<file path="src/rtl/mnep_pkg.sv">
// shared types and constants for the midi note event parser
package mnep_pkg;

   localparam int unsigned BYTE_WIDTH      = 8;
   localparam int unsigned KIND_WIDTH      = 2;
   localparam int unsigned CHANNEL_WIDTH   = 4;
   localparam int unsigned NOTE_WIDTH      = 7;
   localparam int unsigned VELOCITY_WIDTH  = 7;
   localparam int unsigned CSR_INDEX_WIDTH = 1;
   localparam int unsigned CSR_DATA_WIDTH  = 1;

   typedef enum logic [KIND_WIDTH-1:0] {
      KIND_NONE    = 2'd0,
      KIND_NOTE_ON = 2'd1,
      KIND_NOTE_OFF = 2'd2,
      KIND_FORWARD = 2'd3
   } kind_type;

   typedef enum logic [1:0] {
      HELD_NONE   = 2'd0,
      HELD_STATUS = 2'd1,
      HELD_NOTE   = 2'd2
   } held_type;

   localparam logic [CSR_INDEX_WIDTH-1:0] CSR_FORWARD_OTHER = 1'd0;
   localparam logic [CSR_INDEX_WIDTH-1:0] CSR_FORWARD_SYSEX = 1'd1;

   localparam logic [3:0] HI_NOTE_OFF = 4'h8;
   localparam logic [3:0] HI_NOTE_ON  = 4'h9;
   localparam logic [3:0] HI_SYSTEM   = 4'hF;
   localparam logic [BYTE_WIDTH-1:0] SYSEX_START = 8'hF0;

endpackage

</file>
<file path="src/rtl/midi_note_event_parser.sv">
// midi note event parser: running status note-on/note-off extraction
//
// usage
//   req channel: one received midi byte per transaction on req_rx_byte
//   rsp channel: exactly one result transaction per request transaction;
//     kind none, note on, note off or forwarded byte, unused fields zero
//   csr port: write-only, index 0 forward-other enable, index 1 forward-sysex
//     enable, only data bit 0 used; write only while the block is idle
//   latency: the result appears one cycle after the request is accepted
//   throughput: one byte per cycle, set by the single result register
//   a new request is taken while a result waits, as long as rsp is not stalled
//   a stall on rsp holds the result and stalls req in the same cycle
//   reset clears running status, held bytes, the sysex mark, both enables
//   and the result valid
module midi_note_event_parser (
   input  logic                                   clock,
   input  logic                                   reset,
   input  logic                                   req_valid,
   output logic                                   req_stall,
   input  logic [mnep_pkg::BYTE_WIDTH-1:0]        req_rx_byte,
   output logic                                   rsp_valid,
   input  logic                                   rsp_stall,
   output logic [mnep_pkg::KIND_WIDTH-1:0]        rsp_result_kind,
   output logic [mnep_pkg::CHANNEL_WIDTH-1:0]     rsp_event_channel,
   output logic [mnep_pkg::NOTE_WIDTH-1:0]        rsp_event_note,
   output logic [mnep_pkg::VELOCITY_WIDTH-1:0]    rsp_event_velocity,
   output logic [mnep_pkg::BYTE_WIDTH-1:0]        rsp_forward_byte,
   input  logic                                   csr_write_enable,
   input  logic [mnep_pkg::CSR_INDEX_WIDTH-1:0]   csr_index,
   input  logic [mnep_pkg::CSR_DATA_WIDTH-1:0]    csr_write_data
);
   import mnep_pkg::*;

   logic                       fwd_other_ff;
   logic                       fwd_sysex_ff;
   logic                       running_on_ff, running_on_in;
   logic [CHANNEL_WIDTH-1:0]   channel_ff, channel_in;
   logic [NOTE_WIDTH-1:0]      note_ff, note_in;
   held_type                   held_ff, held_in;
   logic                       in_sysex_ff, in_sysex_in;

   logic                       rsp_valid_ff;
   kind_type                   kind_ff, kind_in;
   logic [CHANNEL_WIDTH-1:0]   ev_channel_ff, ev_channel_in;
   logic [NOTE_WIDTH-1:0]      ev_note_ff, ev_note_in;
   logic [VELOCITY_WIDTH-1:0]  ev_velocity_ff, ev_velocity_in;
   logic [BYTE_WIDTH-1:0]      fwd_byte_ff, fwd_byte_in;

   logic                       req_accept;
   logic [3:0]                 hi_nibble;
   logic [VELOCITY_WIDTH-1:0]  velocity;
   logic                       fwd_enable;
   logic                       fwd_request;

   assign req_stall  = rsp_valid_ff & rsp_stall;
   assign req_accept = req_valid & ~req_stall;
   assign hi_nibble  = req_rx_byte[BYTE_WIDTH-1 -: 4];
   assign velocity   = req_rx_byte[VELOCITY_WIDTH-1:0];

   always_comb begin
      running_on_in  = running_on_ff;
      channel_in     = channel_ff;
      note_in        = note_ff;
      held_in        = held_ff;
      in_sysex_in    = in_sysex_ff;
      kind_in        = KIND_NONE;
      ev_channel_in  = '0;
      ev_note_in     = '0;
      ev_velocity_in = '0;
      fwd_request    = 1'b0;
      fwd_enable     = 1'b0;

      if (req_rx_byte[BYTE_WIDTH-1]) begin
         priority if (hi_nibble == HI_NOTE_OFF || hi_nibble == HI_NOTE_ON) begin
            running_on_in = (hi_nibble == HI_NOTE_ON);
            channel_in    = req_rx_byte[CHANNEL_WIDTH-1:0];
            held_in       = HELD_STATUS;
         end else if (hi_nibble != HI_SYSTEM) begin
            held_in     = HELD_NONE;
            fwd_request = 1'b1;
            fwd_enable  = fwd_other_ff;
         end else if (!req_rx_byte[3]) begin
            // system common clears running status
            held_in     = HELD_NONE;
            in_sysex_in = (req_rx_byte == SYSEX_START);
            fwd_request = 1'b1;
            fwd_enable  = (req_rx_byte == SYSEX_START) ? fwd_sysex_ff : fwd_other_ff;
         end else begin
            // realtime
            fwd_request = 1'b1;
            fwd_enable  = fwd_other_ff;
         end
      end else begin
         unique case (held_ff)
            HELD_STATUS: begin
               note_in = req_rx_byte[NOTE_WIDTH-1:0];
               held_in = HELD_NOTE;
            end
            HELD_NOTE: begin
               kind_in        = (running_on_ff && velocity != '0) ? KIND_NOTE_ON
                                                                  : KIND_NOTE_OFF;
               ev_channel_in  = channel_ff;
               ev_note_in     = note_ff;
               ev_velocity_in = velocity;
               held_in        = HELD_STATUS;
            end
            default: begin
               // stray data byte
               fwd_request = 1'b1;
               fwd_enable  = in_sysex_ff ? fwd_sysex_ff : fwd_other_ff;
            end
         endcase
      end

      fwd_byte_in = '0;
      if (fwd_request && fwd_enable) begin
         kind_in     = KIND_FORWARD;
         fwd_byte_in = req_rx_byte;
      end
   end

   always_ff @(posedge clock) begin
      if (reset) begin
         fwd_other_ff <= 1'b0;
         fwd_sysex_ff <= 1'b0;
      end else if (csr_write_enable) begin
         unique case (csr_index)
            CSR_FORWARD_OTHER: fwd_other_ff <= csr_write_data[0];
            CSR_FORWARD_SYSEX: fwd_sysex_ff <= csr_write_data[0];
            default: ;
         endcase
      end
   end

   always_ff @(posedge clock) begin
      if (reset) begin
         running_on_ff <= 1'b0;
         channel_ff    <= '0;
         note_ff       <= '0;
         held_ff       <= HELD_NONE;
         in_sysex_ff   <= 1'b0;
         rsp_valid_ff  <= 1'b0;
      end else if (req_accept) begin
         running_on_ff <= running_on_in;
         channel_ff    <= channel_in;
         note_ff       <= note_in;
         held_ff       <= held_in;
         in_sysex_ff   <= in_sysex_in;
         rsp_valid_ff  <= 1'b1;
      end else if (!rsp_stall) begin
         rsp_valid_ff <= 1'b0;
      end
   end

   always_ff @(posedge clock) begin
      if (req_accept) begin
         kind_ff        <= kind_in;
         ev_channel_ff  <= ev_channel_in;
         ev_note_ff     <= ev_note_in;
         ev_velocity_ff <= ev_velocity_in;
         fwd_byte_ff    <= fwd_byte_in;
      end
   end

   assign rsp_valid          = rsp_valid_ff;
   assign rsp_result_kind    = kind_ff;
   assign rsp_event_channel  = ev_channel_ff;
   assign rsp_event_note     = ev_note_ff;
   assign rsp_event_velocity = ev_velocity_ff;
   assign rsp_forward_byte   = fwd_byte_ff;

endmodule

</file>
<file path="config.mk">
export PLATFORM = sky130hd
export DESIGN_NAME = midi_note_event_parser
export DESIGN_NICKNAME = d
export VERILOG_FILES = /design/src/rtl/mnep_pkg.sv /design/src/rtl/midi_note_event_parser.sv
export SDC_FILE = /design/constraint.sdc
export NUM_CORES = 1
export LEC_CHECK = 0
export BUFFER_PORTS_ARGS = -buffer_cell sky130_fd_sc_hd__buf_4
export CAP_MARGIN = 20
export CORE_UTILIZATION = 45
export DETAILED_ROUTE_END_ITERATION = 10
export GPL_ROUTABILITY_DRIVEN = 0
export PLACE_DENSITY = 0.69
export RECOVER_POWER = 50
export SLEW_MARGIN = 20
export SYNTH_ARGS = -nofsm -noshare
export SYNTH_HDL_FRONTEND = slang
export SYNTH_SLANG_ARGS = --single-unit
</file>
<file path="constraint.sdc">
create_clock -name clock -period 3.1 [get_ports clock]
set_input_delay 0.465 -clock clock [delete_from_list [all_inputs] [get_ports clock]]
set_output_delay 0.465 -clock clock [all_outputs]
set_load 0.005 [all_outputs]
</file>
==> impl_metrics.ini, run 1 <==
[routing]
wire_per_inst_um = 13.93
met3_length_um = 163
vias_per_cell = 5.096
dr.pass1.iters = 4
routed_wl_um = 3496
drt_iter0_drc = 56
met2_length_um = 1817
drc = 0
via_count = 1279
dr.max_layer_used = met4
drtAntennaViolNets = 0
detail_route.wirelength.met1_um = 1482

[critical_path]
crit_type = register to register
start_kind = register
required_ns = 3.30
crit_chain = a21bo_2, inv_1, buf_4, nand3_1, mux2i_1, nor2_1
crit_path_max_fanout = 16
crit_path_top_delay_cell = inv_1
crit_buf_inv = 2
arrival_ns = 2.22
crit_path_max_incr_delay_ns = 0.46
crit_family = buffers and inverters
worstSetupEndpointType = register

[sta]
skew_ns = 0.004610
maxSlewHeadroom_pct = 56.22
setup-violations-final = 0
fin_crit_ns = 2.023
tns_ns = 0
drv_slew = 0
tightest_slew_ns = 0.6566
hold_viol_final = 0
period_share_pct = 65.26
fmax_mhz = 494.3
rsz0062_at_grt = no

[yosys]
yosys.area.top_type_share_pct = 43.58
synth-edff-count = 28
syn_avg_cell_area_um2 = 12.61
synth_area_leader_cell = edfxtp_1
syn_nets = 170
synthTopCellsByArea = edfxtp_1 (44%), dfxtp_1 (19%), mux2i_1 (8.8%), and2_1 (6.2%), nor2_1 (3.9%)
synth-main-ff-cell = edfxtp_1
ys_types = 33
yosysSeqAreaShare_pct = 62.26
ys_seq_elements = 46
yosysWarnings = 0
async_reset_ff_share_pct = 0
synth.cell_area_mm2 = 0.001929
syn_inst = 153

[placed_design]
dpl_cell_area_mm2 = 0.002312
port_buffers = 44
numPlacedInstances = 243
dpl.hpwl_um = 2479

[global_route]
grtUsageTotal_pct = 17.44
antenna_found_initial = 0
grt_pass1_vias = 1237
gr-total-overflow = 0
grt_pass1_wl_um = 5623
grt_max_degree = 21

[layout]
fin_area_mm2 = 0.002404
layout_common_cells = edfxtp_1 (28), clkbuf_4 (25), nor2_1 (20), and2_1 (18), dfxtp_1 (18)
stdcell_count = 251
area_delta_synth_final_pct = 24.58
drive_gt1_share_pct = 31.34
layout_commonest_cell = edfxtp_1
antennaDiodeCount = 0
final_core_util_pct = 59.24
nets = 217

[die]
core_area_mm2 = 0.004058
initial_core_util_pct = 47.55
die_h_um = 67.48
dieArea_mm2 = 0.004554
io_pins = 45
rows = 23
die_w_um = 67.48

[status]
status = completed

[clock_tree]
clk_pin_slew_ns = 0.09
cts.htree.levels = 2
cts_tree = built
cts_sinks = 46
cts_resized = 0
clockBufferDepth = 2
clkLatencyLatePin_ns = 0.30
cts_setup_buffers = 0
postCtsHoldBufs = 0
cts_buffers = 5
clock-root-buffer = clkbuf_8

[power_and_ir_drop]
worst_ir_drop_vdd_uv = 236.1
power_density_mw_per_mm2 = 515.9
leakagePower_nw = 1.010

[job]
drv_cap = 0

[worst_hold_path]
hold_class = primary input to register
[power breakdown]
part	switching [mW]	internal, mW	total [mW]
clock	0.204	0.240	0.444
combinational	0.0596	0.0530	0.113
sequential	0.00901	0.675	0.684
[per-stage QoR]
step	total power, mW	worst slack [ns]	hold slack (ns)
5_1_grt	1.285	0.8467	0.3963
3_3_place_gp	0.8140	1.062	0.4653
2_1_floorplan	0.7505	1.366	0.4548
4_1_cts	1.255	1.275	0.3734
3_5_place_dp	0.8170	0.9947	0.4776
6_report	1.240	1.077	0.3735
[final timing paths]
path | from | endpoint | slack, ns | cells after the start
max | rsp_valid | channel_ff[1] | 1.08 | 6
min | req_valid | rsp_valid | 0.37 | 3
max reg2reg | rsp_valid | channel_ff[1] | 1.08 | 6
min reg2reg | note_ff[0] | note_ff[0] | 0.49 | 2
[metal layers]
metal	GRT usage [%]	up-vias
met5	0	-
met1	19.24	624
li1	-	624
met2	29.95	29
met4	8.245	0
met3	5.743	2
[final cells by class]
type | instances | area [um2]
inverter | 4 | 15.01
clock buffer | 5 | 68.82
fill | 334 | 1654
multi-input combinational | 97 | 688.2
sequential | 46 | 1201
tap | 50 | 62.56
clock inverter | 3 | 45.04
timing repair buffer | 46 | 322.8
[registers in the layout (all words and copies together) (netlist names)]
register	count
running_on_ff	1
note_ff	7
fwd_other_ff	1
channel_ff	4
held_ff	2
rsp_event_channel	4
rsp_event_velocity	7
rsp_event_note	7
fwd_sysex_ff	1
rsp_result_kind	2
rsp_forward_byte	8
in_sysex_ff	1
rsp_valid	1
[worst register-to-register path: stages (launching register included)]
cell     delay, ns
dfxtp_1       0.32
a21bo_2       0.21
inv_1         0.46
buf_4         0.34
nand3_1       0.29
mux2i_1       0.25
nor2_1        0.05
[logic make-up after synthesis]
logic type	Yosys count	synth area share (%)
buf+inv	10	2.075
fa+ha+maj	2	1.297
flops	46	62.26
simple gates	69	21.53
compound gates	9	4.021
mux	17	8.820
[Yosys cell counts, types with 2 or more instances]
master / count
a211oi_1: 2
a21oi_1: 2
and2_1: 19
buf_2: 2
clkbuf_1: 3
dfxtp_1: 18
edfxtp_1: 28
ha_1: 2
inv_1: 3
mux2i_1: 17
nand2_1: 9
nand3_1: 2
nor2_1: 20
nor2b_2: 6
nor3_1: 2
(Power assumes the default switching activity.)
==> run 2: changes to the inputs <==
ABC_AREA = 1   (was default)
clock period = 2 ns   (was 3.1 ns; I/O delays follow)
==> run 2 against run 1 <==
- die area fell by 3.7%
- critical path depth down 2
- total power is 48% higher
- cell count grew 16%
- routed wire length fell by 6.9%
- sequential share of layout area up 1.6 points
- global-route usage is 0.25 points higher
- synthesized cell count grew 25%
- setup slack worse by 0.63 ns
==> impl_metrics.ini, run 2 <==
[layout]
fillCellCount = 334
drive_gt1_share_pct = 25.10
layout_common_cells = nor2_1 (34), inv_1 (33), clkbuf_4 (30), edfxtp_1 (28), nand2_1 (24)
nets = 259
multi_input_area_um2 = 508.0
seq_area_mm2 = 0.001201
final_core_util_pct = 61.30
area_delta_synth_final_pct = 25.40
layout_commonest_cell = nor2_1
antennaDiodeCount = 0
largest_reg_flops = 8

[sta]
drv_slew = 0
hold_viol_final = 0
skew_ns = 0.008155
rsz0062_at_grt = no
fmax_mhz = 642.0
setup-violations-final = 0
period_share_pct = 77.89
maxSlewHeadroom_pct = 57.01
fin_crit_ns = 1.558
tightest_slew_ns = 0.6448
tns_ns = 0

[routing]
routed_wl_um = 3256
drt_iter0_drc = 134
via_count = 1357
drtAntennaViolNets = 0
dr.pass1.iters = 4
drc = 0
vias_per_cell = 4.663
wire_per_inst_um = 11.19

[critical_path]
crit_type = register to register
required_ns = 1.94
timing.rr.start = rsp_valid
arrival_ns = 1.50
crit_family = buffers and inverters
r2r-end = rsp_event_channel[2]
start_kind = register
reg2reg_depth = 4
crit_chain = nand2_1, nand2_1, inv_1, clkbuf_1
crit_path_top_delay_cell = clkbuf_1
crit_path_max_incr_delay_ns = 0.50
worstSetupEndpointType = register
path_common_cell = nand2_1
reg2reg_slack_ns = 0.44
crit_buf_inv = 2
crit_path_max_fanout = 12

[global_route]
grt_pass1_wl_um = 5664
antenna_found_initial = 0
grt_pass1_vias = 1262
gr-total-overflow = 0
grt_max_degree = 20
grtUsageTotal_pct = 17.69

[status]
status = completed

[yosys]
yosys.area.top_type_share_pct = 45.28
syn_nets = 209
syn_inst = 192
synth-main-ff-cell = edfxtp_1
yosys-top-cells-count = nor2_1 (34), inv_1 (33), edfxtp_1 (28)
ys_types = 22
async_reset_ff_share_pct = 0
yosysWarnings = 0
synth-edff-count = 28
synth_area_leader_cell = edfxtp_1
synth.cell_area_mm2 = 0.001857
ys_seq_elements = 46
yosysSeqAreaShare_pct = 64.69
syn_avg_cell_area_um2 = 9.671
synthTopCellsByArea = edfxtp_1 (45%), dfxtp_1 (19%), nor2_1 (6.9%), inv_1 (6.7%), a21oi_1 (5.1%)
synth_most_common_cell = nor2_1

[clock_tree]
cts.htree.levels = 2
clockBufferDepth = 2
cts_tree = built
clkLatencyLatePin_ns = 0.31
clk_pin_slew_ns = 0.08
cts_sinks = 46
clock-root-buffer = clkbuf_8
cts_buffers = 5
cts_setup_buffers = 0
cts_resized = 0
postCtsHoldBufs = 0

[die]
die_w_um = 66.24
core_area_mm2 = 0.003799
rows = 22
dieArea_mm2 = 0.004387
io_pins = 45
die_h_um = 66.24
initial_core_util_pct = 48.88

[worst_hold_path]
min_from = reset
min_to = rsp_valid
hold_class = primary input to register
holdPathStages = 2

[placed_design]
dpl.hpwl_um = 2336
port_buffers = 44

[power_and_ir_drop]
power_density_mw_per_mm2 = 790.5
leakagePower_nw = 1.010
worst_ir_drop_vdd_uv = 368.0

[job]
drv_cap = 0
run 2: cell families after synthesis:
logic type,after synthesis,share of synthesized area [%]
AND/OR/NAND/NOR,68,15.50
flip-flops,46,64.69
AO/OA/AOI/OAI,38,10.51
buffers and inverters,38,7.951
adder cells (fa/ha/maj),2,1.347
run 2: report_power, final:
group / internal [mW] / switching (mW) / total [mW] / leakage, nW
Clock: 0.250 / 0.322 / 0.572 / 0.0408
Combinational: 0.0848 / 0.112 / 0.196 / 0.538
Sequential: 1.06 / 0.0159 / 1.07 / 0.431
Total: 1.39 / 0.450 / 1.84 / 1.01
run 2: worst reg2reg max path: cells and delay by family, from the launching register on:
kind	cells	cell delay, ns
buf+inv	2	0.61
flops	1	0.32
simple gates	2	0.26
run 2: how the worst max path moves through the flow:
stage	endpoint	depth (start not counted)	slack (ns)	startpoint
after global placement	rsp_result_kind[1]	9	0.51	req_rx_byte[2]
after global routing	rsp_event_channel[2]	4	0.28	rsp_valid
after CTS	rsp_result_kind[1]	7	0.53	held_ff[0]
after detailed placement	rsp_forward_byte[4]	9	0.49	req_rx_byte[2]
after floorplan	rsp_event_channel[0]	3	0.50	rsp_valid
final	rsp_event_channel[2]	4	0.44	rsp_valid
run 2: stage by stage:
| step | power [mW] | hold slack (ns) | instance area, um2 | std cells | setup slack (ns) |
|---|---|---|---|---|---|
| 2_1_floorplan | 1.194 | 0.3691 | 1857 | 192 | 0.5031 |
| 3_3_place_gp | 1.297 | 0.4754 | 2246 | 283 | 0.5128 |
| 3_5_place_dp | 1.300 | 0.4778 | 2246 | 283 | 0.4890 |
| 4_1_cts | 1.864 | 0.1524 | 2338 | 291 | 0.5309 |
| 5_1_grt | 1.932 | 0.2191 | 2328 | 291 | 0.2779 |
| 6_report | 1.841 | 0.2009 | 2328 | 291 | 0.4422 |
run 2: per-layer routing:
layer | track usage (%) | up-vias | share of wire [%]
li1 | - | 714 | -
met1 | 22.84 | 596 | 45
met2 | 27.68 | 41 | 47
met3 | 4.655 | 6 | 5.6
met4 | 7.979 | 0 | 1.8
met5 | 0 | - | 0
run 2: area by class of cell:
class	count	share of cell area [%]
Clock buffer	5	2.955
Clock inverter	3	1.021
Inverter	35	5.642
Multi-Input combinational cell	108	21.82
Sequential cell	46	51.59
Tap cell	48	2.579
Timing Repair Buffer	46	14.40
